[src/rtl/core/rrv_pkg.sv]
`default_nettype none
package rrv_pkg;

  localparam int CORDIC_STEPS = 28;
  localparam int CORDIC_W     = 34;
  localparam logic signed [CORDIC_W-1:0] CORDIC_GAIN = 34'sh026DD3B6A;
  localparam int TRIG_W       = 20;
  localparam int OUT_W        = 18;
  localparam int APB_AW       = 4;

  typedef enum logic [1:0] {
    REG_WIDTH  = 2'd0,
    REG_HEIGHT = 2'd1,
    REG_RADIUS = 2'd2,
    REG_POINTS = 2'd3
  } rrv_reg_t;

  typedef struct packed {
    logic [15:0] width;
    logic [15:0] height;
    logic [15:0] radius;
    logic [6:0]  points;
  } rrv_cfg_t;

  typedef struct packed {
    logic       in_range;
    logic [1:0] corner;
  } rrv_meta_t;

  typedef struct packed {
    logic       in_range;
    logic [1:0] corner;
    logic [1:0] quad;
  } rrv_tag_t;

  // atan(2^-i) in 32-bit binary angle units
  function automatic logic signed [CORDIC_W-1:0] atan_lut(input logic [4:0] i);
    logic signed [CORDIC_W-1:0] a;
    unique case (i)
      5'd0:  a = 34'sh020000000;
      5'd1:  a = 34'sh012E4051E;
      5'd2:  a = 34'sh009FB385B;
      5'd3:  a = 34'sh0051111D4;
      5'd4:  a = 34'sh0028B0D43;
      5'd5:  a = 34'sh00145D7E1;
      5'd6:  a = 34'sh000A2F61E;
      5'd7:  a = 34'sh000517C55;
      5'd8:  a = 34'sh00028BE53;
      5'd9:  a = 34'sh000145F2F;
      5'd10: a = 34'sh0000A2F98;
      5'd11: a = 34'sh0000517CC;
      5'd12: a = 34'sh000028BE6;
      5'd13: a = 34'sh0000145F3;
      5'd14: a = 34'sh00000A2FA;
      5'd15: a = 34'sh00000517D;
      5'd16: a = 34'sh0000028BE;
      5'd17: a = 34'sh00000145F;
      5'd18: a = 34'sh000000A30;
      5'd19: a = 34'sh000000518;
      5'd20: a = 34'sh00000028C;
      5'd21: a = 34'sh000000146;
      5'd22: a = 34'sh0000000A3;
      5'd23: a = 34'sh000000051;
      5'd24: a = 34'sh000000029;
      5'd25: a = 34'sh000000014;
      5'd26: a = 34'sh00000000A;
      5'd27: a = 34'sh000000005;
      default: a = '0;
    endcase
    return a;
  endfunction

endpackage
`default_nettype wire

[src/rtl/core/rrv_front.sv]
`default_nettype none
module rrv_front
  import rrv_pkg::*;
#(
  parameter int MAX_CORNER_POINTS = 64,
  parameter int ANGLE_BITS        = 16
) (
  input  wire logic                  clk,
  input  wire logic                  rst,
  input  wire logic                  en,
  input  wire logic                  in_valid,
  input  wire logic [7:0]            point_index,
  input  wire rrv_cfg_t              cfg,
  output logic                       out_valid,
  output rrv_meta_t                  out_meta,
  output logic [ANGLE_BITS-1:0]      out_angle
);

  localparam int CW = $clog2(MAX_CORNER_POINTS + 1);
  localparam int LW = $clog2(MAX_CORNER_POINTS);
  localparam int PW = (CW > 7) ? CW : 7;
  localparam int IW = (CW + 2 > 8) ? CW + 2 : 8;
  localparam int QW = ANGLE_BITS - 1;
  localparam int DW = LW + 1;
  localparam int NW = LW + ANGLE_BITS;

  logic [PW-1:0] ppc_ext;
  logic [CW-1:0] n_eff;
  logic [CW-1:0] nm1_full;
  logic [LW-1:0] nm1;
  logic [DW-1:0] divisor;
  logic [IW-1:0] idx_ext, n1, n2, n3, n4, base;
  logic [IW-1:0] local_full;
  logic [1:0]    corner;
  logic          in_range;
  logic [NW-1:0] numer;

  logic          v   [0:QW];
  rrv_meta_t     meta[0:QW];
  logic [NW-1:0] rem [0:QW];
  logic [QW-1:0] quo [0:QW];

  assign ppc_ext  = PW'(cfg.points);
  assign n_eff    = (ppc_ext > PW'(MAX_CORNER_POINTS)) ? CW'(MAX_CORNER_POINTS)
                                                       : ppc_ext[CW-1:0];
  assign nm1_full = n_eff - CW'(1);
  assign nm1      = nm1_full[LW-1:0];
  assign divisor  = {nm1, 1'b0};

  assign idx_ext = IW'(point_index);
  assign n1      = IW'(n_eff);
  assign n2      = n1 << 1;
  assign n3      = n1 + n2;
  assign n4      = n1 << 2;

  always_comb begin
    priority if (idx_ext >= n3) begin
      corner = 2'd3;
      base   = n3;
    end else if (idx_ext >= n2) begin
      corner = 2'd2;
      base   = n2;
    end else if (idx_ext >= n1) begin
      corner = 2'd1;
      base   = n1;
    end else begin
      corner = 2'd0;
      base   = '0;
    end
  end

  assign in_range   = (n_eff != '0) && (idx_ext < n4);
  assign local_full = idx_ext - base;
  // 2*local*quarter + (n-1)
  assign numer      = (NW'(local_full[LW-1:0]) << (ANGLE_BITS - 1)) + NW'(nm1);

  assign quo[0] = '0;

  always_ff @(posedge clk) begin
    if (rst) begin
      v[0] <= 1'b0;
    end else if (en) begin
      v[0]    <= in_valid;
      meta[0] <= '{in_range: in_range, corner: corner};
      rem[0]  <= numer;
    end
  end

  // restoring divider, one quotient bit per stage, MSB first
  for (genvar s = 0; s < QW; s++) begin : g_div
    localparam int K = QW - 1 - s;
    logic [NW-1:0] dsh;
    logic          ge;
    assign dsh = NW'(divisor) << K;
    assign ge  = (rem[s] >= dsh);

    always_ff @(posedge clk) begin
      if (rst) begin
        v[s+1] <= 1'b0;
      end else if (en) begin
        v[s+1]    <= v[s];
        meta[s+1] <= meta[s];
        rem[s+1]  <= ge ? (rem[s] - dsh) : rem[s];
        quo[s+1]  <= {quo[s][QW-2:0], ge};
      end
    end
  end

  logic [QW-1:0]         frac;
  logic [ANGLE_BITS-1:0] angle;

  assign frac  = (n_eff > CW'(1)) ? quo[QW] : '0;
  assign angle = (ANGLE_BITS'(meta[QW].corner) << (ANGLE_BITS - 2)) + ANGLE_BITS'(frac);

  always_ff @(posedge clk) begin
    if (rst) begin
      out_valid <= 1'b0;
    end else if (en) begin
      out_valid <= v[QW];
      out_meta  <= meta[QW];
      out_angle <= angle;
    end
  end

endmodule
`default_nettype wire

[config.mk]
export PLATFORM = sky130hd
export DESIGN_NAME = rrv_front
export DESIGN_NICKNAME = d
export VERILOG_FILES = /design/src/rtl/core/rrv_pkg.sv /design/src/rtl/core/rrv_front.sv
export SDC_FILE = /design/constraint.sdc
export NUM_CORES = 1
export LEC_CHECK = 0
export BUFFER_PORTS_ARGS = -buffer_cell sky130_fd_sc_hd__buf_2
export CORE_MARGIN = 3
export CORE_UTILIZATION = 56
export DETAILED_ROUTE_END_ITERATION = 12
export GPL_TIMING_DRIVEN = 0
export PLACE_DENSITY = 0.81
export SYNTH_ARGS = -nofsm -noshare
export SYNTH_HDL_FRONTEND = slang
export SYNTH_SLANG_ARGS = --single-unit
[constraint.sdc]
create_clock -name clk -period 16.9 [get_ports clk]
set_input_delay 2.535 -clock clk [delete_from_list [all_inputs] [get_ports clk]]
set_output_delay 2.535 -clock clk [all_outputs]
set_load 0.05 [all_outputs]
After elaboration in Yosys (flattened, before gate mapping) --
Memory sizes are Yosys's and may differ from the RTL's. A register that Yosys moved wholly into a read port is not among the register bits. Index checks and enable logic that the tools add are counted.
Storage, ports and cells: bits in writable memories 416, word-level logic and storage cells 126, memories 3, register bits after elaboration 139
Cells by class: bitwise logic cells 17, multiplexer cells 44, $add $sub $neg 20, reduce and logical (&&, ||, !) cells 3, magnitude comparators 21
Memory list:
- rem | depth 16, width 22, read ports 15, clocked after memory_dff 0, write ports 16, line rrv_front.sv:40 | logic [NW-1:0] rem [0:QW];
- meta | depth 16, width 3, read ports 16, clocked after memory_dff 0, write ports 16, line rrv_front.sv:39 | rrv_meta_t meta[0:QW];
- v | depth 16, width 1, read ports 16, clocked after memory_dff 1, write ports 16, line rrv_front.sv:38 | logic v [0:QW];
Operators by type and width (number):
- $mux 22 | 15
- $add 21x6->22 | 1
- $ge 22x10->1 | 1
- $ge 22x11->1 | 1
- $ge 22x12->1 | 1
- $ge 22x13->1 | 1
- $ge 22x14->1 | 1
- $ge 22x15->1 | 1
- $ge 22x16->1 | 1
- $ge 22x17->1 | 1
- $ge 22x18->1 | 1
- $ge 22x19->1 | 1
- $ge 22x20->1 | 1
- $ge 22x21->1 | 1
- $ge 22x7->1 | 1
- $ge 22x8->1 | 1
- $ge 22x9->1 | 1
- $mux 1 | 22
- $sub 22x10->22 | 1
- $sub 22x11->22 | 1
- $sub 22x12->22 | 1
- $sub 22x13->22 | 1
- $sub 22x14->22 | 1
- $sub 22x15->22 | 1
- other kinds (28) | 46

Logic depth before layout (Yosys ltp) --
word-level depth 8, gate-level depth with buffers 27

Worst setup path before layout --
OpenSTA, ideal clock, no wires.
kind input port to flip-flop, from in en, to mem v[0] (data pin), arrival 16269 ps, required time 16668 ps, path slack 399 ps, path buffers 1, library setup time 232 ps, stages on the path 3, cells stage by stage nor2b_1 clkbuf_1 and2_1
RTL lines:
- from (decl) | line rrv_front.sv:10 | input wire logic en,
- to (decl) | line rrv_front.sv:38

==> reports/results.ini <==
[global_route]
grt_pass1_vias = 13800
antenna_found_initial = 0
grt_pass1_wl_mm = 67.1
grt_usage = 0.200
use_met1 = 0.221
grt-ovfl-total = 0
top_usage_layer = met2
grt_max_degree = 75
use_met2 = 0.372
met3_usage = 0.0381

[sta]
worstMarginPinSlew_ns = 1.19
tns_ns = 0
final-setup-viol-count = 0
maxSlewHeadroom = 0.209
max_clock_freq_mhz = 114
skew_ns = 0.0269
grt_setup_unrepaired = no
fin_crit_sh = 0.518
slew_violations = 0
worst_slack_ns = 8.14
finalHoldViolCount = 0
min_period_ns = 8.76

[critical_path]
regToRegSetupSlack_ns = 13.63
path_buf_inv = 5
critical_path_required_ns = 17.21
critical_path_depth = 22
r2r-end = rem[1][130]
start_kind = primary input
cp.arrival_ns = 9.07
path_delay_family = adder cells
regToRegStartpoint = rem[1][92]
cp_slowest_cell = ha_1
path_cells = buf_2 > clkbuf_1 > nor2b_1 > clkbuf_1 > clkinv_1 > ha_1 > inv_1 > ha_1 > nand2_1 > o21ai_0 > a21oi_1 > o21ai_0 > nand3_1 > a21oi_1 > ha_1 > nor2b_1 > o21a_1 > o21ai_0 > nand2b_1 > a21oi_1 > xor2_1 > xnor2_1
cp-end-kind = flip-flop
r2r_cells = 8
cp_max_fo = 21
critical_path_class = primary input to flip-flop
critical_path.max_stage_delay_ns = 1.35

[synth]
ys_warn_count = 0
syn_area_um2 = 22300
ys_types = 69
synthCells = 1631
avgSynthCellArea_um2 = 13.7
synth_edf_count = 478
syn_nets = 1830
synth-seq-cells = 479
yosysSeqAreaShare = 0.643
async_flop_share = 0
ys.flop_type = edfxtp_1

[min_path]
min_path_cells = 0
hold-path-endpoint = quo[95]
hold_class = flip-flop to flip-flop
hp-start = quo[109]

[cts]
cts_sinks = 479
post_cts_buffers = 0
cts_root_buffer = clkbuf_16
post_cts_resized = 0
cts-hold-fix-buffers = 0
htreeDepth = 2
ctsLongestPathBuffers = 3
clk_latency_ns = 0.60
numCtsBuffers = 48
path_clk_slew_ns = 0.06
cts_tree = built

[die]
dieArea_um2 = 42300
core_um2 = 39000
die_h_um = 206
io_pins = 87
std_cell_rows = 72
dieWidth_um = 206
start_util = 0.573

[placed_design]
dpl_cell_area_um2 = 23400
place_ws_ns = 7.66
routabilityCongestion = 0.857
hpwl_mm = 27.5
port_buffers = 38

[drt]
drt-vias-per-instance = 5.82
wire_per_inst_um = 18.2
vias = 13300
ant_nets = 0
drt_pre_antenna_iters = 6
routed_wirelength_mm = 41.4
drt_iter0_drc = 948
drc = 0

[final_layout]
final_util = 0.642
syn2layout_area_growth_pct = 12.0
antennaDiodeCount = 0
final_area_um2 = 25000
nets = 1925
drive_gt1_frac = 0.0839

[outcome]
status = completed

[power_and_ir_drop]
p_leak_nw = 9.00
power_density_nw_per_um2 = 122
vdd_ir_drop_max_v = 0.0000955
power.total_mw = 3.06

[flow_run]
cap_viol_max_count = 0

logic make-up (layout without fill, tap and decap cells):
kind of cell | count (synthesis) | count (layout) | share of synthesized area
AOI/OAI and AO/OA | 264 | 264 | 0.0767
xor gates and xnor gates | 158 | 158 | 0.0619
adders and majority gates | 132 | 132 | 0.0763
buffers and inverters | 84 | 217 | 0.0146
DFF | 479 | 479 | 0.643
muxes | 19 | 19 | 0.00935
and+or+nand+nor | 495 | 495 | 0.118
cells in the final DEF (no fill, tap or decap), types with 14 or more instances in the layout:
cell       instances
a21o_1            55
a21oi_1           57
and2_1            26
buf_2             41
clkbuf_1          33
clkbuf_16         48
edfxtp_1         478
ha_1             125
inv_1             58
nand2_1          127
nand2b_1          29
nand3_1           18
nor2_1            92
nor2b_1           34
nor3_1            37
nor4_1            40
o21a_1            16
o21ai_0           70
o31ai_1           14
xnor2_1           93
xor2_1            65
stage by stage:
step / hold slack [ns] / std cells
after floorplan: 0.400 / 1631
after CTS: 0.393 / 2282
after global placement: 0.401 / 2187
after detailed placement: 0.405 / 2194
final: 0.403 / 2282
after global routing: 0.398 / 2282
where the power goes:
part	total, mW	internal (mW)	switching [mW]
Clock	1.10	0.653	0.448
Combinational	0.495	0.208	0.288
Sequential	1.46	1.42	0.0453
Total	3.06	2.28	0.781
layout make-up:
cell class | count | area (um2)
plain buffers | 24 | 105
flip-flops and latches | 479 | 14400
clock buffers | 62 | 1250
fillers | 2673 | 14000
multi-input cells | 1068 | 7640
clock inverters | 26 | 399
inverters | 60 | 225
repair buffers | 45 | 383
well taps | 518 | 648
synthesized netlist by cell type (5+ instances only):
master,n,area (um2)
mux2i_1,7,70.1
fa_1,7,140
clkbuf_1,20,75.1
o31ai_1,14,105
and2_1,26,163
nand2b_1,29,181
or4_1,8,60.1
nand4_1,10,62.6
a21o_1,55,413
a211oi_1,9,67.6
inv_1,58,218
nor2b_1,34,213
nor3b_1,7,52.6
xnor2_1,93,815
and3_1,6,37.5
nor4_1,40,250
nand2_1,127,477
ha_1,125,1560
o21a_1,16,120
nand3_1,18,90.1
nor4b_1,5,43.8
mux2_2,11,124
nor2_1,92,345
and4_1,5,43.8
edfxtp_1,478,14400
a21oi_1,57,285
or3_1,10,62.6
or2_2,8,50.1
o31a_1,5,43.8
o21ai_0,70,350
nand3b_1,13,97.6
xor2_1,65,569
nor3_1,37,185
sequential cells by signal (all words and copies together) (netlist names):
signal,cells
v,16
out_valid,1
rem,275
out_meta,3
meta,48
quo,120
out_angle,16
per-layer routing:
metal	routed length (um)	vias up
met5	0	-
met4	1640	0
met3	1940	125
met2	22100	373
met1	15700	6462
li1	-	6329
worst max-delay path by stage:
stage,startpoint,to
CTS,cfg[1],rem[0][20]
floorplan,en,v[0]
global placement,en,v[1]
finish,cfg[1],rem[0][20]
detailed placement,cfg[1],rem[0][20]
global route,cfg[1],rem[0][20]
(Power assumes the default switching activity.)
