===== src/rtl/core/rrv_pkg.sv =====
`default_nettype none
package rrv_pkg;

  localparam int CORDIC_STEPS = 28;
  localparam int CORDIC_W     = 34;
  localparam logic signed [CORDIC_W-1:0] CORDIC_GAIN = 34'sh026DD3B6A;
  localparam int TRIG_W       = 20;
  localparam int OUT_W        = 18;
  localparam int APB_AW       = 4;

  typedef enum logic [1:0] {
    REG_WIDTH  = 2'd0,
    REG_HEIGHT = 2'd1,
    REG_RADIUS = 2'd2,
    REG_POINTS = 2'd3
  } rrv_reg_t;

  typedef struct packed {
    logic [15:0] width;
    logic [15:0] height;
    logic [15:0] radius;
    logic [6:0]  points;
  } rrv_cfg_t;

  typedef struct packed {
    logic       in_range;
    logic [1:0] corner;
  } rrv_meta_t;

  typedef struct packed {
    logic       in_range;
    logic [1:0] corner;
    logic [1:0] quad;
  } rrv_tag_t;

  // atan(2^-i) in 32-bit binary angle units
  function automatic logic signed [CORDIC_W-1:0] atan_lut(input logic [4:0] i);
    logic signed [CORDIC_W-1:0] a;
    unique case (i)
      5'd0:  a = 34'sh020000000;
      5'd1:  a = 34'sh012E4051E;
      5'd2:  a = 34'sh009FB385B;
      5'd3:  a = 34'sh0051111D4;
      5'd4:  a = 34'sh0028B0D43;
      5'd5:  a = 34'sh00145D7E1;
      5'd6:  a = 34'sh000A2F61E;
      5'd7:  a = 34'sh000517C55;
      5'd8:  a = 34'sh00028BE53;
      5'd9:  a = 34'sh000145F2F;
      5'd10: a = 34'sh0000A2F98;
      5'd11: a = 34'sh0000517CC;
      5'd12: a = 34'sh000028BE6;
      5'd13: a = 34'sh0000145F3;
      5'd14: a = 34'sh00000A2FA;
      5'd15: a = 34'sh00000517D;
      5'd16: a = 34'sh0000028BE;
      5'd17: a = 34'sh00000145F;
      5'd18: a = 34'sh000000A30;
      5'd19: a = 34'sh000000518;
      5'd20: a = 34'sh00000028C;
      5'd21: a = 34'sh000000146;
      5'd22: a = 34'sh0000000A3;
      5'd23: a = 34'sh000000051;
      5'd24: a = 34'sh000000029;
      5'd25: a = 34'sh000000014;
      5'd26: a = 34'sh00000000A;
      5'd27: a = 34'sh000000005;
      default: a = '0;
    endcase
    return a;
  endfunction

endpackage
`default_nettype wire


===== src/rtl/core/rrv_back.sv =====
`default_nettype none
module rrv_back
  import rrv_pkg::*;
(
  input  wire logic                   clk,
  input  wire logic                   rst,
  input  wire logic                   en,
  input  wire logic                   in_valid,
  input  wire rrv_tag_t               in_tag,
  input  wire logic signed [CORDIC_W-1:0] in_x,
  input  wire logic signed [CORDIC_W-1:0] in_y,
  input  wire rrv_cfg_t               cfg,
  output logic                        out_valid,
  output logic signed [OUT_W-1:0]     vertex_x,
  output logic signed [OUT_W-1:0]     vertex_y,
  output logic                        in_range
);

  localparam int PW = TRIG_W + 17;
  localparam int SW = 22;

  // round Q30 to Q16
  logic signed [CORDIC_W-1:0] xr, yr, xq, yq;
  logic signed [TRIG_W-1:0]   c0, s0, cm, sm;

  assign xr = in_x + CORDIC_W'(8192);
  assign yr = in_y + CORDIC_W'(8192);
  assign xq = xr >>> 14;
  assign yq = yr >>> 14;
  assign c0 = xq[TRIG_W-1:0];
  assign s0 = yq[TRIG_W-1:0];

  always_comb begin
    unique case (in_tag.quad)
      2'd0: begin cm = c0;  sm = s0;  end
      2'd1: begin cm = -s0; sm = c0;  end
      2'd2: begin cm = -c0; sm = -s0; end
      default: begin cm = s0; sm = -c0; end
    endcase
  end

  logic                     v1, v2;
  rrv_meta_t                m1, m2;
  logic signed [TRIG_W-1:0] c1, s1;
  logic signed [PW-1:0]     pc, ps;
  logic signed [16:0]       r_s;

  assign r_s = $signed({1'b0, cfg.radius});

  always_ff @(posedge clk) begin
    if (rst) begin
      v1 <= 1'b0;
      v2 <= 1'b0;
    end else if (en) begin
      v1 <= in_valid;
      m1 <= '{in_range: in_tag.in_range, corner: in_tag.corner};
      c1 <= cm;
      s1 <= sm;
      v2 <= v1;
      m2 <= m1;
      pc <= r_s * c1;
      ps <= r_s * s1;
    end
  end

  logic signed [PW-1:0] tx, ty, ox, oy;
  logic signed [SW-1:0] cx, cy, sum_x, sum_y, w_s, h_s, r_w;
  logic [OUT_W-1:0]     sat_x, sat_y;

  assign tx  = pc + PW'(32768);
  assign ty  = ps + PW'(32768);
  assign ox  = tx >>> 16;
  assign oy  = ty >>> 16;
  assign w_s = SW'(cfg.width);
  assign h_s = SW'(cfg.height);
  assign r_w = SW'(cfg.radius);

  always_comb begin
    unique case (m2.corner)
      2'd0: begin cx = w_s - r_w; cy = r_w;       end
      2'd1: begin cx = r_w;       cy = r_w;       end
      2'd2: begin cx = r_w;       cy = h_s - r_w; end
      default: begin cx = w_s - r_w; cy = h_s - r_w; end
    endcase
  end

  assign sum_x = cx + ox[SW-1:0];
  assign sum_y = cy - oy[SW-1:0];

  always_comb begin
    priority if (sum_x > SW'(131071))       sat_x = 18'h1FFFF;
    else if (sum_x < -SW'(131072))          sat_x = 18'h20000;
    else                                    sat_x = sum_x[OUT_W-1:0];
    priority if (sum_y > SW'(131071))       sat_y = 18'h1FFFF;
    else if (sum_y < -SW'(131072))          sat_y = 18'h20000;
    else                                    sat_y = sum_y[OUT_W-1:0];
  end

  always_ff @(posedge clk) begin
    if (rst) begin
      out_valid <= 1'b0;
    end else if (en) begin
      out_valid <= v2;
      in_range  <= m2.in_range;
      vertex_x  <= m2.in_range ? sat_x : '0;
      vertex_y  <= m2.in_range ? sat_y : '0;
    end
  end

endmodule
`default_nettype wire


===== config.mk =====
export PLATFORM = sky130hd
export DESIGN_NAME = rrv_back
export DESIGN_NICKNAME = d
export VERILOG_FILES = /design/src/rtl/core/rrv_pkg.sv /design/src/rtl/core/rrv_back.sv
export SDC_FILE = /design/constraint.sdc
export NUM_CORES = 2
export LEC_CHECK = 0
export BUFFER_PORTS_ARGS = -buffer_cell sky130_fd_sc_hd__buf_2
export CORE_ASPECT_RATIO = 1.4
export CORE_UTILIZATION = 59
export CTS_CLUSTER_DIAMETER = 40
export DETAILED_ROUTE_END_ITERATION = 8
export PLACE_DENSITY_LB_ADDON = 0.2
export SETUP_SLACK_MARGIN = 0.1
export SLEW_MARGIN = 20
export SYNTH_ARGS = -nofsm -noshare
export SYNTH_HDL_FRONTEND = slang
export SYNTH_SLANG_ARGS = --single-unit

===== constraint.sdc =====
create_clock -name clk -period 10 [get_ports clk]
set_input_delay 1 -clock clk [delete_from_list [all_inputs] [get_ports clk]]
set_output_delay 1 -clock clk [all_outputs]
set_load 0.01 [all_outputs]

[Word-level counts from Yosys, hierarchy flattened]
Index checks and enable logic that the tools add are counted.
Operators by class
  $add $sub $neg: 10
  $mul: 2
  order comparisons: 4
  equality and inequality tests: 4
  mux-type cells: 8
  bitwise operators: 2
  reduce and logical (&&, ||, !) cells: 7
Operators with widths (number)
  $pmux W20 S3: 2
  $add A37 B17 Y37 const B: 2
  $mul A17 B20 Y37: 2
  $add A34 B15 Y34 const B: 2
  $gt A22 B18 Y1 const B: 2
  $lt A22 B18 Y1 const B: 2
  $mux W22: 2
  $neg A20 Y20: 2
  $mux W18: 2
  $mux W17: 2
  $sub A16 B16 Y17: 2
  $add A22 B22 Y22: 1
  $sub A22 B22 Y22: 1
  $reduce_or A2 Y1: 4
  $eq A2 B1 Y1 const B: 2
  $eq A2 B2 Y1 const B: 2
  $logic_not A2 Y1: 2
  $not A1 Y1: 2
  $reduce_and A2 Y1: 1
Word-level totals
  register bits after elaboration: 160
  bits of input ports: 132
  output and inout bits: 38
  word-level logic and storage cells: 53

[Logic depth before layout (Yosys ltp)]
  depth in word-level cells: 7
  gate-level depth with buffers: 26

[Worst setup path after synthesis]
Ideal clock, no wire load.
  kind: in2reg
  from: input rst
  to: register c1[0] (enable)
  setup time: 0.632 ns
  data arrival time: 6.637 ns
  required time: 9.368 ns
  slack: 2.731 ns
  stages on the path: 1
  path buffers: 0
  cells stage by stage: nor2b_1
Between the ends
  longest elaborated chain between the ends: 2
RTL lines
  start, declared: RTL line rrv_back.sv:6  | input wire logic rst,
  $not A1 Y1 (no source line)
  $reduce_and A2 Y1 (no source line)
  end signal, assigned: RTL line rrv_back.sv:57  | c1 <= cm;
  end, declared: RTL line rrv_back.sv:44  | logic signed [TRIG_W-1:0] c1, s1;
No other way between the ends.
A chain may end at the register's enable or synchronous reset.

[Worst setup path after layout]
  from: input cfg[9] in the netlist's numbering
  to: register pc[34] (data pin)
Between the ends
  longest elaborated chain between the ends: 1
RTL lines
  start, declared: RTL line rrv_back.sv:12  | input wire rrv_cfg_t cfg,
  $mul A17 B20 Y37: RTL line rrv_back.sv:61  | pc <= r_s * c1;
  end signal, assigned: RTL line rrv_back.sv:61
  end, declared: RTL line rrv_back.sv:45  | logic signed [PW-1:0] pc, ps;
No other way between the ends.

==> qor.log <==
qor: worst_setup_path.timing.critical_path.slowest_stage_cell fa_1
qor: global_route.grt_first_pass_wirelength 137000 um
qor: synth.synth.lib_cells_used.distinct 87
qor: cts.clock_latency 480 ps
qor: detailed_routing.postRouteWirelength 84900 um
qor: cts.cts.repair_timing.setup_buffer_count 0
qor: cts.cts_hold_buf 0
qor: sta.totalNegativeSetupSlack 0 ps
qor: sta.post-route-min-period 7610 ps
qor: sta.worst_slew_pin_slew 999 ps
qor: worst_setup_path.r2r-end ps[29]
qor: cts.clock_sink_count 130
qor: cts.tritoncts built
qor: worst_hold_path.hold_path_end m2[0]
qor: final_layout.drive_above_1_share 0.0616
qor: worst_hold_path.hold-path-cell-count 0
qor: detailed_routing.first_pass_iters 6
qor: place.finalWeightedCongestion 0.897
qor: detailed_routing.vias 26267
qor: synth.dominantRegCellSynth edfxtp_1
qor: final_layout.fin_cells 4588
qor: outcome.outcome finished, final reports clean
qor: synth.synthCells 3810
qor: detailed_routing.via_per_inst 5.73
qor: floorplanning.die-area 0.0593 mm^2
qor: final_layout.num-nets-final 4870
qor: floorplanning.placement_rows 104
qor: sta.min_period_over_period 0.761
qor: synth.post_synth_mux_area_share 0.0179
qor: worst_setup_path.worst-endpoint-required 10220 ps
qor: detailed_routing.wl_per_cell 18.5 um
qor: final_layout.stdcell_area 0.0362 mm^2
qor: sta.finalSetupViolCount 0
qor: cts.max-clock-path-buffers 2
qor: final_layout.synth_to_final_area_change 5.18%
qor: synth.synth_top_cell_area_share 0.373
qor: synth.synth.avg_cell_area 9.03 um^2
qor: synth.synth-adder-area-share 0.469
qor: sta.rsz0062_at_grt false
qor: synth.synth-edff-count 127
qor: worst_setup_path.critPathKind in -> reg
qor: worst_setup_path.crit-reg2reg-launch s1[8]
qor: worst_setup_path.critical-path-top-cell-by-count fa_1
qor: synth.synth_xor_area_frac 0.0486
qor: floorplanning.die_width 206 um
qor: floorplanning.ios 170
qor: worst_setup_path.path_cells buf_2, buf_4, nand2_1, fa_1, fa_1, fa_1, inv_1, fa_1, fa_1, inv_1, fa_1, inv_1, ha_1, and2_1, o2111ai_1, o21ai_0, nand3_1, nand4_1, nand2_1, a211oi_1, nand4_1, nor2b_1, xnor2_1
qor: place.portBuffers 136
qor: detailed_routing.number_of_remaining_drc_errors 0
qor: global_route.grt_start_max_net_pins 79
qor: flow_run.drv_cap 0
qor: worst_setup_path.r2r_slack 2720 ps
qor: worst_setup_path.max_stage_delay 550 ps
qor: floorplanning.design.core.area 0.0575 mm^2
qor: worst_setup_path.startpoint_class_of_the_critical_path input port
qor: cts.cts-resized-gates 0
qor: worst_hold_path.min_path_type reg -> reg
qor: cts.cts_inserted_buffers 17
qor: synth.synth_simple_gate_area_share 0.170
qor: sta.drv_slew 0
qor: synth.synthesis.yosys.warnings 0
qor: cts.cts_htree_levels 4
qor: worst_setup_path.worst-path-max-fanout 26
qor: cts.cts-root-buf clkbuf_16
qor: synth.yosysSeqAreaShare 0.113
qor: floorplanning.chipHeight 288 um
qor: worst_setup_path.rr_worst_depth 21
qor: synth.synthesis.area 0.0344 mm^2
qor: synth.synth_top_cell_by_area fa_1
qor: sta.finalHoldViolations 0
qor: global_route.grt_util_all_layers 0.301
qor: synth.synth-compound-area-share 0.0800
qor: place.hpwlAfterDp 67100 um
qor: place.placed_area 0.0356 mm^2
qor: sta.timing.slew.headroom 0.334
qor: global_route.grt_pass1_vias 27142
qor: synth.asyncSetResetFlopFracSynth 0
qor: place.total_instance_count_after_detailed_placement 4555
qor: sta.peak_clock_frequency_supported_by_timing 131 MHz
qor: detailed_routing.drtAntennaViolNets 0
qor: cts.worst_setup_hold_path_clk_slew 70 ps
qor: worst_hold_path.hold_path_startpoint m1[0]
qor: global_route.grt_antenna_before_repair 7
qor: sta.clock-skew-final 12.1 ps
qor: final_layout.final_util 0.629
qor: synth.number_of_flip_flops_and_latches_in_the_synthesized_netlist 130
qor: synth.synth_top_cells_by_area fa_1, edfxtp_1, ha_1
qor: synth.synth_top_family_by_area adder cells
qor: synth.synthesis.nets 4848
qor: worst_setup_path.worst-endpoint-arrival 7830 ps
qor: detailed_routing.initialDrtViolationCount 1620
qor: global_route.globalRouteOverflowTotal 0
qor: worst_setup_path.end_kind register
qor: floorplanning.initial_core_util 0.598
==> through the flow <==
| stage | hold WS [ps] | setup slack, ps |
|---|---|---|
| CTS | 442 | 2430 |
| detailed placement | 433 | 1930 |
| floorplan | 400 | 2730 |
| finish | 437 | 2390 |
| global placement | 405 | 2010 |
| global route | 438 | 2040 |
==> flip-flops by register name, indices dropped and copies added (netlist names) <==
name       cells
vertex_x      18
vertex_y      18
v1             1
out_valid      1
m1             3
m2             3
v2             1
s1            20
in_range       1
pc            22
c1            20
ps            22
==> Yosys cell counts (6+ instances only) <==
cell type  instances
a211oi_1          17
a21boi_0          13
a21o_1            39
a21oi_1          125
a31oi_1           19
and2_1           285
and3_1            42
and4_1             6
clkbuf_1         147
edfxtp_1         127
fa_1             642
ha_1             264
inv_1            766
mux2i_1           13
mux4_2            21
nand2_1          501
nand2b_1          23
nand3_1           61
nand4_1           24
nor2_1           141
nor2b_1           22
nor3_1            34
nor3b_1            6
nor4_1             8
o2111ai_1          6
o211ai_1           6
o21a_1            19
o21ai_0          100
o21bai_1           7
o22ai_1            6
o31ai_1           15
or3_1             11
xnor2_1          113
xor2_1            75
==> critical path, delay by kind of cell <==
kind | cells | cell delay (ps)
compound gates | 3 | 940
xor+xnor | 1 | 140
simple gates | 7 | 1260
fa+ha+maj | 7 | 3400
buf+inv | 5 | 1060
==> placed cells by master, fill, tap and decap left out, types with 6 or more instances in the layout <==
master     synthesis  layout
o211ai_1           6       6
o22ai_1            6       6
a31oi_1           19      19
nand3_1           61      61
o21bai_1           7       7
or3_1             11      11
nand2_1          501     501
and3_1            42      42
ha_1             264     264
nand4_1           24      24
o31ai_1           15      15
nor4_1             8       8
a211oi_1          17      17
xor2_1            75      75
o21ai_0          100     100
and2_1           285     285
nor3b_1            6       6
o2111ai_1          6       6
inv_1            766     765
and4_1             6       6
edfxtp_1         127     127
o21a_1            19      19
a21o_1            39      39
nor3_1            34      34
nor2_1           141     141
fa_1             642     642
mux4_2            21      21
mux2i_1           13      13
nor2b_1           22      21
nand2b_1          23      23
buf_4              0      24
buf_2              5     136
a21oi_1          125     125
a21boi_0          13      13
xnor2_1          113     113
clkbuf_16          0      17
==> how the worst max path moves through the flow <==
stage | from | cells past startpoint | slack, ps | endpoint
after floorplan | rst | 1 | 2730 | c1[0]
after global placement | cfg[9] | 23 | 2010 | pc[35]
after detailed placement | cfg[9] | 23 | 1930 | pc[35]
after CTS | cfg[9] | 23 | 2430 | pc[35]
after global routing | cfg[9] | 23 | 2040 | pc[35]
final | cfg[9] | 23 | 2390 | pc[34]
==> routing by layer <==
metal / up-vias / global-route usage / wire length [um] / share of wire
li1: 11964 / - / - / -
met1: 13097 / 0.356 / 31800 / 0.37
met2: 949 / 0.532 / 43600 / 0.51
met3: 247 / 0.0376 / 4850 / 0.057
met4: 10 / 0.152 / 4580 / 0.054
met5: - / 0 / 57 / 0.00067
==> final cells by class <==
type                       instances  area (um^2)
inverter                         766         2880
sequential                       130         3870
fill                            5011        21300
timing repair buffer             160          861
clock buffer                      18          429
antenna                            1         2.50
multi-input combinational       2757        27100
tap                              742          928
clock inverter                    14          155
==> logic make-up (layout without fill, tap and decap cells) <==
group                      after synthesis  in the layout
AOI/OAI and AO/OA                      430            430
xor gates and xnor gates               189            189
adders and majority gates              906            906
buffers and inverters                  923            958
DFF                                    130            130
muxes                                   35             35
other                                    0              1
and+or+nand+nor                       1197           1197
Power is not shown: default switching activity piles up to over one toggle a cycle in this logic, so the estimate is an artifact.
